## src/hdl/gsfp_pkg.sv

```systemverilog
// ----------------------------------------------------------------------------
// Gas sensor frame parser package
// Shared constants, register indexes, the frame record that passes from the
// frame tracker to the level evaluation stage, and the result record.
// ----------------------------------------------------------------------------
package gsfp_pkg;

  localparam int unsigned BYTE_W      = 8;
  localparam int unsigned POS_W       = 4;
  localparam int unsigned CONC_W      = 13;
  localparam int unsigned SCALED_W    = 15;
  localparam int unsigned CFG_DATA_W  = 15;

  localparam logic [BYTE_W-1:0]   FRAME_MARK      = 8'hFF;
  localparam logic [POS_W-1:0]    POS_IDLE        = 4'd0;
  localparam logic [POS_W-1:0]    POS_LEVEL_HIGH  = 4'd4;
  localparam logic [POS_W-1:0]    POS_LEVEL_LOW   = 4'd5;
  localparam logic [POS_W-1:0]    POS_CHECKSUM    = 4'd8;
  localparam logic [CONC_W-1:0]   LEVEL_CLAMP     = 13'd5000;
  localparam logic [SCALED_W-1:0] THRESHOLD_RESET = 15'd320;

  // Configuration register indexes.
  typedef enum logic [0:0] {
    CFG_ALARM_ENABLE = 1'b0,
    CFG_TRIP_LEVEL   = 1'b1
  } cfg_index_t;

  // One completed frame, as captured by the tracker.
  typedef struct packed {
    logic              checksum_ok;
    logic [BYTE_W-1:0] level_high;
    logic [BYTE_W-1:0] level_low;
  } frame_rec_t;

  // One result item.
  typedef struct packed {
    logic                checksum_ok;
    logic [CONC_W-1:0]   concentration;
    logic [SCALED_W-1:0] scaled_level;
    logic                over_threshold;
    logic                alarm_rising;
  } result_t;

endpackage

```

## src/hdl/gsfp_frame_tracker.sv

```systemverilog
// ----------------------------------------------------------------------------
// Gas sensor frame tracker
// Follows the byte position inside a frame, accumulates the checksum and
// captures the level bytes; registers one record per completed frame.
// ----------------------------------------------------------------------------
module gsfp_frame_tracker (
  input  logic                  clk,
  input  logic                  rst,
  input  logic                  accept,
  input  logic [7:0]            rx_byte,
  input  logic                  advance,
  output logic                  rec_valid,
  output gsfp_pkg::frame_rec_t  rec
);
  import gsfp_pkg::*;

  logic [POS_W-1:0]  frame_position;
  logic [BYTE_W-1:0] checksum_sum;
  logic [BYTE_W-1:0] level_high_byte;
  logic [BYTE_W-1:0] level_low_byte;
  logic [BYTE_W-1:0] sum_next;

  assign sum_next = checksum_sum + rx_byte;

  always_ff @(posedge clk) begin
    if (rst) begin
      frame_position  <= POS_IDLE;
      checksum_sum    <= '0;
      level_high_byte <= '0;
      level_low_byte  <= '0;
      rec_valid       <= 1'b0;
    end else begin
      // A new record may land in the same cycle the old one moves on.
      if (accept && (frame_position == POS_CHECKSUM)) begin
        rec_valid <= 1'b1;
      end else if (advance) begin
        rec_valid <= 1'b0;
      end
      if (accept) begin
        if (frame_position == POS_IDLE) begin
          if (rx_byte == FRAME_MARK) begin
            frame_position <= POS_IDLE + 4'd1;
            checksum_sum   <= '0;
          end
        end else if (frame_position == POS_CHECKSUM) begin
          // The checksum byte plus the running sum is zero on a good frame.
          frame_position  <= POS_IDLE;
          rec.checksum_ok <= (sum_next == '0);
          rec.level_high  <= level_high_byte;
          rec.level_low   <= level_low_byte;
        end else begin
          checksum_sum   <= sum_next;
          frame_position <= frame_position + 4'd1;
          if (frame_position == POS_LEVEL_HIGH) begin
            level_high_byte <= rx_byte;
          end
          if (frame_position == POS_LEVEL_LOW) begin
            level_low_byte <= rx_byte;
          end
        end
      end
    end
  end

endmodule

```

## src/hdl/gsfp_level_eval.sv

```systemverilog
// ----------------------------------------------------------------------------
// Gas sensor level evaluation
// Clamps and scales the concentration of a completed frame, evaluates the
// alarm and its rising edge, and holds the result in the output register.
// ----------------------------------------------------------------------------
module gsfp_level_eval (
  input  logic                  clk,
  input  logic                  rst,
  input  logic                  rec_valid,
  input  gsfp_pkg::frame_rec_t  rec,
  input  logic                  alarm_enable,
  input  logic [14:0]           trip_level,
  input  logic                  out_stall,
  output logic                  advance,
  output logic                  out_valid,
  output gsfp_pkg::result_t     result
);
  import gsfp_pkg::*;

  logic                  alarm_latched;
  logic [15:0]           level_raw;
  logic [CONC_W-1:0]     level_clamped;
  logic [SCALED_W-1:0]   level_scaled;
  logic                  over_now;
  result_t               result_next;

  assign advance   = rec_valid && (!out_valid || !out_stall);
  assign level_raw = {rec.level_high, rec.level_low};

  always_comb begin
    if (level_raw > {3'b000, LEVEL_CLAMP}) begin
      level_clamped = LEVEL_CLAMP;
    end else begin
      level_clamped = level_raw[CONC_W-1:0];
    end
    // Times five as four plus one.
    level_scaled = {2'b00, level_clamped} + {level_clamped, 2'b00};
    over_now     = alarm_enable && (level_scaled > trip_level);

    result_next = '0;
    result_next.checksum_ok = rec.checksum_ok;
    if (rec.checksum_ok) begin
      result_next.concentration  = level_clamped;
      result_next.scaled_level   = level_scaled;
      result_next.over_threshold = over_now;
      result_next.alarm_rising   = over_now && !alarm_latched;
    end
  end

  always_ff @(posedge clk) begin
    if (rst) begin
      out_valid     <= 1'b0;
      alarm_latched <= 1'b0;
    end else begin
      if (advance) begin
        out_valid <= 1'b1;
        if (rec.checksum_ok) begin
          alarm_latched <= over_now;
        end
      end else if (!out_stall) begin
        out_valid <= 1'b0;
      end
    end
  end

  always_ff @(posedge clk) begin
    if (advance) begin
      result <= result_next;
    end
  end

endmodule

```

## src/hdl/gas_sensor_frame_parser.sv

```systemverilog
// ----------------------------------------------------------------------------
// Gas sensor frame parser
// Parses nine-byte sensor frames from a serial byte stream, checks the
// checksum, and reports clamped and scaled concentration with an alarm flag.
// ----------------------------------------------------------------------------
// Throughput: one byte per cycle, sustained; the byte path never waits on
//   arithmetic, only on a full output register.
// Result path: the edge that accepts the checksum byte loads the frame record
//   register, and the output register loads from it once it is empty or its
//   result is being taken.
// Reset: rst is synchronous and active high; it returns the parser to idle,
//   empties both registers, clears the alarm latch, disables the alarm and
//   sets the threshold to 320.
// ----------------------------------------------------------------------------
module gas_sensor_frame_parser (
  input  logic        clk,
  input  logic        rst,
  // Configuration write port.
  input  logic        cfg_write_enable,
  input  logic [0:0]  cfg_index,
  input  logic [14:0] cfg_data,
  // Received byte channel.
  input  logic        in_valid,
  output logic        in_stall,
  input  logic [7:0]  rx_byte,
  // Result channel.
  output logic        out_valid,
  input  logic        out_stall,
  output logic        checksum_ok,
  output logic [12:0] concentration,
  output logic [14:0] scaled_level,
  output logic        over_threshold,
  output logic        alarm_rising
);
  import gsfp_pkg::*;

  // Configuration registers. The index is one bit wide, so every code names
  // one of the two registers.
  logic                alarm_enable;
  logic [SCALED_W-1:0] trip_level;

  always_ff @(posedge clk) begin
    if (rst) begin
      alarm_enable <= 1'b0;
      trip_level   <= THRESHOLD_RESET;
    end else if (cfg_write_enable) begin
      unique case (cfg_index_t'(cfg_index))
        CFG_ALARM_ENABLE: alarm_enable <= cfg_data[0];
        CFG_TRIP_LEVEL:   trip_level   <= cfg_data;
        default: ;
      endcase
    end
  end

  // The tracker holds at most one completed frame. Bytes are only refused
  // while that record is waiting and the output register cannot take it.
  // Because frames are nine bytes long this happens only under a long stall
  // on the result side.
  logic       rec_valid;
  frame_rec_t rec;
  logic       advance;
  logic       in_accept;
  result_t    result;

  assign in_stall  = rec_valid && !advance;
  assign in_accept = in_valid && !in_stall;

  gsfp_frame_tracker u_tracker (
    .clk       (clk),
    .rst       (rst),
    .accept    (in_accept),
    .rx_byte   (rx_byte),
    .advance   (advance),
    .rec_valid (rec_valid),
    .rec       (rec)
  );

  // The alarm latch lives in the evaluation stage. Consecutive frames are at
  // least nine bytes apart, so the latch is always settled before the next
  // frame reaches it.
  gsfp_level_eval u_eval (
    .clk          (clk),
    .rst          (rst),
    .rec_valid    (rec_valid),
    .rec          (rec),
    .alarm_enable (alarm_enable),
    .trip_level   (trip_level),
    .out_stall    (out_stall),
    .advance      (advance),
    .out_valid    (out_valid),
    .result       (result)
  );

  assign checksum_ok    = result.checksum_ok;
  assign concentration  = result.concentration;
  assign scaled_level   = result.scaled_level;
  assign over_threshold = result.over_threshold;
  assign alarm_rising   = result.alarm_rising;

endmodule

```

## config.mk

```make
export PLATFORM = sky130hd
export DESIGN_NAME = gas_sensor_frame_parser
export DESIGN_NICKNAME = d
export VERILOG_FILES = /design/src/hdl/gsfp_pkg.sv /design/src/hdl/gsfp_frame_tracker.sv /design/src/hdl/gsfp_level_eval.sv /design/src/hdl/gas_sensor_frame_parser.sv
export SDC_FILE = /design/constraint.sdc
export NUM_CORES = 1
export LEC_CHECK = 0
export ABC_AREA = 0
export BUFFER_PORTS_ARGS = -buffer_cell sky130_fd_sc_hd__buf_2
export CAP_MARGIN = 40
export CORE_AREA = 5 5 135 137
export CTS_BUF_LIST = sky130_fd_sc_hd__clkbuf_8
export DETAILED_ROUTE_END_ITERATION = 16
export DIE_AREA = 0 0 140 142
export PLACE_DENSITY = 0.58
export SLEW_MARGIN = 0
export SYNTH_ARGS = -nofsm -noshare
export SYNTH_HDL_FRONTEND = slang
export SYNTH_SLANG_ARGS = --single-unit
```

## constraint.sdc

```tcl
create_clock -name clk -period 8 [get_ports clk]
set_input_delay 1.6 -clock clk [delete_from_list [all_inputs] [get_ports clk]]
set_output_delay 1.6 -clock clk [all_outputs]
set_load 0.005 [all_outputs]
```

Yosys cells after proc, flatten, opt, wreduce, memory -nomap -nowiden. Index checks and enable logic that the tools add are counted.

Logic and storage cells: 67. Bits in registers: 95. Output and inout port bits: 33. Input bits: 29.

Equal/unequal tests: 7. Add/sub/neg operators: 3. Reduce and logical (&&, ||, !) cells: 23. $lt $le $gt $ge: 2. Multiplexer cells: 11. Bitwise logic cells: 4.

Operator list (count): 8-bit 2-to-1 mux (3); 16-bit by 13-bit greater-than comparator with 1-bit output (second input constant) (1); 13-bit by 15-bit adder with 15-bit output (1); 15-bit greater-than comparator (1); 13-bit 2-to-1 mux (1); 4-bit 2-to-1 mux (3); 4-bit AND reduction (3); 8-bit adder (1); 4-bit by 3-bit equality test with 1-bit output (second input constant) (2); 8-bit equality test (second input constant) (1); 8-bit logical NOT (1); 2-bit AND reduction (4); 1-bit logical AND (6); 1-bit logical NOT (5); 4-bit by 1-bit adder with 4-bit output (second input constant) (1); 4-bit equality test (second input constant) (1); 4-bit logical NOT (1); 1-bit 2-to-1 mux (4); 2-bit by 1-bit != test with 1-bit output (second input constant) (2); 1-bit inverter (4); 3-bit AND reduction (1); 2-bit != test (second input constant) (1); 2-bit nonzero test (1); 1-bit logical OR (1).

Longest topological paths before layout.
Depth in word-level cells: 9. Gate-level depth with buffers: 23. Gate-level depth less buffers: 20.

By module. A second synthesis with hierarchy kept.

Cell total of the unflattened synthesis: 514. Area, all modules: 5117.4 µm².

Modules (own cells, without submodules): gsfp_level_eval (seq. area each 910.9 µm², area an instance 2379.8 µm², cells an instance 243, instances 1); gsfp_frame_tracker (seq. area each 1091.0 µm², area an instance 1985.7 µm², cells an instance 198, instances 1); gas_sensor_frame_parser (seq. area each 320.3 µm², area an instance 752.0 µm², cells an instance 73, instances 1).

Worst setup path after synthesis. Ideal clock, no wire load.

Kind: reg2reg. From: reg u_tracker.rec[6] (netlist name). To: reg u_eval.result[0] (netlist name). Required time: 7.741 ns. Arrival: 4.821 ns. Library setup time: 0.259 ns. Cell stages (with the launch flop): 21. Path slack: 2.920 ns. Clock period less this slack: 5.080 ns. Buffers on the path: 2. Cells stage by stage: edfxtp_1 > or3_1 > or4_1 > buf_2 > a21oi_1 > clkbuf_1 > and2_1 > ha_1 > fa_1 > a21oi_1 > a221oi_1 > nand3_1 > o22ai_1 > mux2i_1 > nand2_1 > ha_1 > nand2_1 > or4_1 > o311a_1 > o21ai_0 > nor2_1.

Cells in the longest elaborated chain, start to end: 6.

RTL lines: 16-bit by 13-bit greater-than comparator with 1-bit output (line gsfp_level_eval.sv:31) `if (level_raw > {3'b000, LEVEL_CLAMP}) begin`; 13-bit 2-to-1 mux (line gsfp_level_eval.sv:31); via u_eval.level_clamped[2] (line gsfp_level_eval.sv:22) `logic [CONC_W-1:0] level_clamped;`; 13-bit by 15-bit adder with 15-bit output (line gsfp_level_eval.sv:37) `level_scaled = {2'b00, level_clamped} + {level_clamped, 2'b00};`; via u_eval.level_scaled[10] (line gsfp_level_eval.sv:23) `logic [SCALED_W-1:0] level_scaled;`; 15-bit greater-than comparator (line gsfp_level_eval.sv:38) `over_now = alarm_enable && (level_scaled > trip_level);`; 1-bit logical AND (line gsfp_level_eval.sv:38); 1-bit logical AND (line gsfp_level_eval.sv:46) `result_next.alarm_rising = over_now && !alarm_latched;`.

The timed path passes the listed nets, and every way through them passes these cells. A chain may end at the register's enable or synchronous reset.

Final worst setup path.
From: reg u_tracker.rec[5] (netlist name). To: reg u_eval.result[0] (netlist name).

Cells in the longest elaborated chain, start to end: 6.

RTL lines (line): 16-bit by 13-bit greater-than comparator with 1-bit output (gsfp_level_eval.sv:31); 13-bit 2-to-1 mux (gsfp_level_eval.sv:31); via u_eval.level_clamped[0] (gsfp_level_eval.sv:22); 13-bit by 15-bit adder with 15-bit output (gsfp_level_eval.sv:37); via u_eval.level_scaled[10] (gsfp_level_eval.sv:23); 15-bit greater-than comparator (gsfp_level_eval.sv:38); 1-bit logical AND (gsfp_level_eval.sv:38); 1-bit logical AND (gsfp_level_eval.sv:46).

The timed path passes the listed nets, and every way through them passes these cells.

==> summary.txt <==
clk sinks -> 93
Hold WC Path Type -> reg2reg
Setup Skew -> 0.0107 ns
Area Growth Syn to Fin -> 16.8%
Post-CTS Resized -> 0
via density per instance -> 4.80
Die X -> 140 µm
commonest non-fill, non-tap cells in the layout -> 61 x buf_2, 57 x nand2_1, 47 x dfxtp_1
leak pwr -> 2.29 nW
Layout fillers -> 1746
final hold vios -> 0
largest net degree at the start of global routing -> 30
Iter 0 DRT Violations -> 209
Crit path arrival time -> 6.15 ns
vias in the first global route -> 3786
Syn Inst Count -> 506
Wirelength per Cell -> 14.7 µm
post-synth top area share -> 27.8%
die height -> 142 µm
register area share after synthesis -> 46.8%
GRT Overall Usage -> 11.8%
Synth area leader -> edfxtp_1
actual slew at the worst max-slew pin -> 0.732 ns
Post-Syn Area -> 4960 µm²
DRC Markers -> 0
critical path capture point type -> flip-flop
post-layout util -> 34.2%
crit-path max FO -> 13
yosys warns -> 0
Crit Path Class -> reg2reg
RSZ-0062 raised after global routing -> false
area of the die -> 19900 µm²
H-tree Lvls -> 3
Mapped Nets -> 571
Rel. slew slack -> 51.2%
CTS Root Cell -> clkbuf_8
Worst Setup Start Kind -> flip-flop
power per cell area -> 166 nW/µm²
DP HPWL -> 9160 µm
share of layout cells above drive strength 1 -> 15.7%
Post-synth EDFFs -> 46
status -> completed
global-route wire length before repair -> 18700 µm
Yosys cell types -> 57
f_max -> 0.166 GHz
routed vias -> 3798
Sw Pwr -> 0.197 mW
part of the power in combinational logic -> 6.5%
ys flop type -> dfxtp_1
Clock Power Share -> 40.8%
largest buffer count on any clock path -> 2
setup tns final -> 0 ns
clk_lat worst skew -> 0.38 ns
First-pass DRT Iterations -> 4
Antenna Cells -> 0
Internal -> 0.763 mW
postcts setup bufs -> 0
Fin Hold WS -> 0.442 ns
sequential share of power -> 52.6%
Placeable Area -> 16900 µm²
Hold Buf Count CTS -> 0
syn_area_per_cell -> 9.80 µm²
final wirelength -> 11600 µm
post-route ant nets -> 0
max cap viols -> 0
commonest non-fill, non-tap cell in the layout -> buf_2
initial core utilization -> 29.3%
Pins Over Slew Limit -> 0
FF+latch count, synth -> 93
Ports -> 62
Final period util -> 75.2%
Num CTS Buffers -> 9
routability congestion estimate -> 0.918
Worst VDD drop -> 0.116 mV
Worst Path Required -> 8.13 ns
Tmin final -> 6.02 ns
# nets final -> 626
clk slew on worst S/H paths -> 0.09 ns
asr flop ratio synth -> 0%
GRT overflow -> 0
Rows -> 48
port buffer count -> 61
Switching Share -> 20.5%
initial antenna violation count -> 0
top cells by area, synth -> edfxtp_1 28%, dfxtp_1 19%, ha_1 8.6%, nand2_1 4.3%, mux2i_1 3.8%
CTS tree -> yes
count of final setup violators -> 0
## state kept, by name, indices dropped and copies added (netlist names)
| signal | flops |
|---|---|
| alarm_enable | 1 |
| trip_level | 15 |
| u_eval.alarm_latched | 1 |
| u_eval.out_valid | 1 |
| u_eval.result | 29 |
| u_tracker.checksum_sum | 8 |
| u_tracker.frame_position | 4 |
| u_tracker.level_high_byte | 8 |
| u_tracker.level_low_byte | 8 |
| u_tracker.rec | 17 |
| u_tracker.rec_valid | 1 |
## metal layers
layer  GRT usage, %  wire length (µm)  up-vias
met5              0                 0        -
met2           20.7              5810       67
met4           4.95               280        0
li1               -                 -     1916
met1           13.8              5000     1794
met3           3.26               533       21
## cell families (layout without fill, tap and decap cells)
family | Yosys count | count (layout) | share of synthesized area [%]
AO/OA/AOI/OAI | 101 | 101 | 13.7
XOR/XNOR | 16 | 16 | 3.10
adder cells (fa/ha/maj) | 36 | 36 | 9.38
buffers and inverters | 50 | 110 | 4.01
flip-flops | 93 | 93 | 46.8
multiplexers | 20 | 20 | 4.14
AND/OR/NAND/NOR | 190 | 190 | 18.8
## cell usage after synthesis (5+ instances only)
cell / n
o21ai_0: 12
nand3_1: 9
and2_1: 24
xnor2_1: 8
a21oi_1: 37
and3_1: 5
nor3_1: 10
inv_1: 29
clkbuf_1: 15
dfxtp_1: 47
or3_1: 5
a21o_1: 7
nand2_1: 57
ha_1: 34
nor2_1: 43
mux2i_1: 19
nand2b_1: 8
a22oi_1: 7
o211ai_1: 5
or2_2: 5
edfxtp_1: 46
xor2_1: 7
a211oi_1: 5
## layout make-up
| class | instances | area (µm²) | share of cell area (%) |
|---|---|---|---|
| clock buffer | 9 | 124 | 2.14 |
| clock inverter | 7 | 131 | 2.27 |
| inverter | 29 | 109 | 1.88 |
| multi-input combinational | 363 | 2460 | 42.4 |
| sequential | 93 | 2320 | 40.1 |
| tap | 225 | 282 | 4.86 |
| timing repair buffer | 65 | 368 | 6.35 |
## metrics by stage
step / cells / worst slack, ns / power, mW / cell area, µm²
detailed placement: 775 / 2.07 / 0.580 / 5540
global route: 791 / 1.57 / 1.00 / 5790
floorplan: 506 / 2.92 / 0.557 / 4960
global placement: 773 / 2.22 / 0.576 / 5490
CTS: 791 / 2.03 / 0.972 / 5790
finish: 791 / 1.98 / 0.960 / 5790
## worst paths after layout
| kind | start | to | slack, ns | cells after the start |
|---|---|---|---|---|
| worst max register to register | u_tracker.rec[5] | u_eval.result[0] | 1.98 | 19 |
| worst min register to register | u_tracker.level_high_byte[2] | u_tracker.rec[10] | 0.44 | 0 |
| worst min-delay path | u_tracker.level_high_byte[2] | u_tracker.rec[10] | 0.44 | 0 |
| worst max-delay path | u_tracker.rec[5] | u_eval.result[0] | 1.98 | 19 |
## worst max-delay path, cell delays in order (launching register included)
cell      delay, ns
edfxtp_1       0.60
or3_1          0.41
or4_1          0.59
a21oi_1        0.62
nand2_1        0.24
inv_1          0.11
ha_1           0.18
fa_1           0.24
a21oi_1        0.12
a221oi_1       0.31
nand3_1        0.15
o22ai_1        0.32
mux2i_1        0.28
nand2_1        0.09
ha_1           0.30
nand2_1        0.08
or4_1          0.55
o311a_1        0.39
o21ai_0        0.12
nor2_1         0.07
## power by group through the flow
| stage | clock, mW | combinational (mW) | sequential [mW] |
|---|---|---|---|
| 2_1_floorplan | 0 | 0.0417 | 0.515 |
| 3_3_place_gp | 0 | 0.0603 | 0.516 |
| 3_5_place_dp | 0 | 0.0633 | 0.516 |
| 4_1_cts | 0.403 | 0.0635 | 0.505 |
| 5_1_grt | 0.426 | 0.0709 | 0.506 |
| 6_report | 0.392 | 0.0628 | 0.505 |
Note: power is estimated with default switching activity, not from simulation.
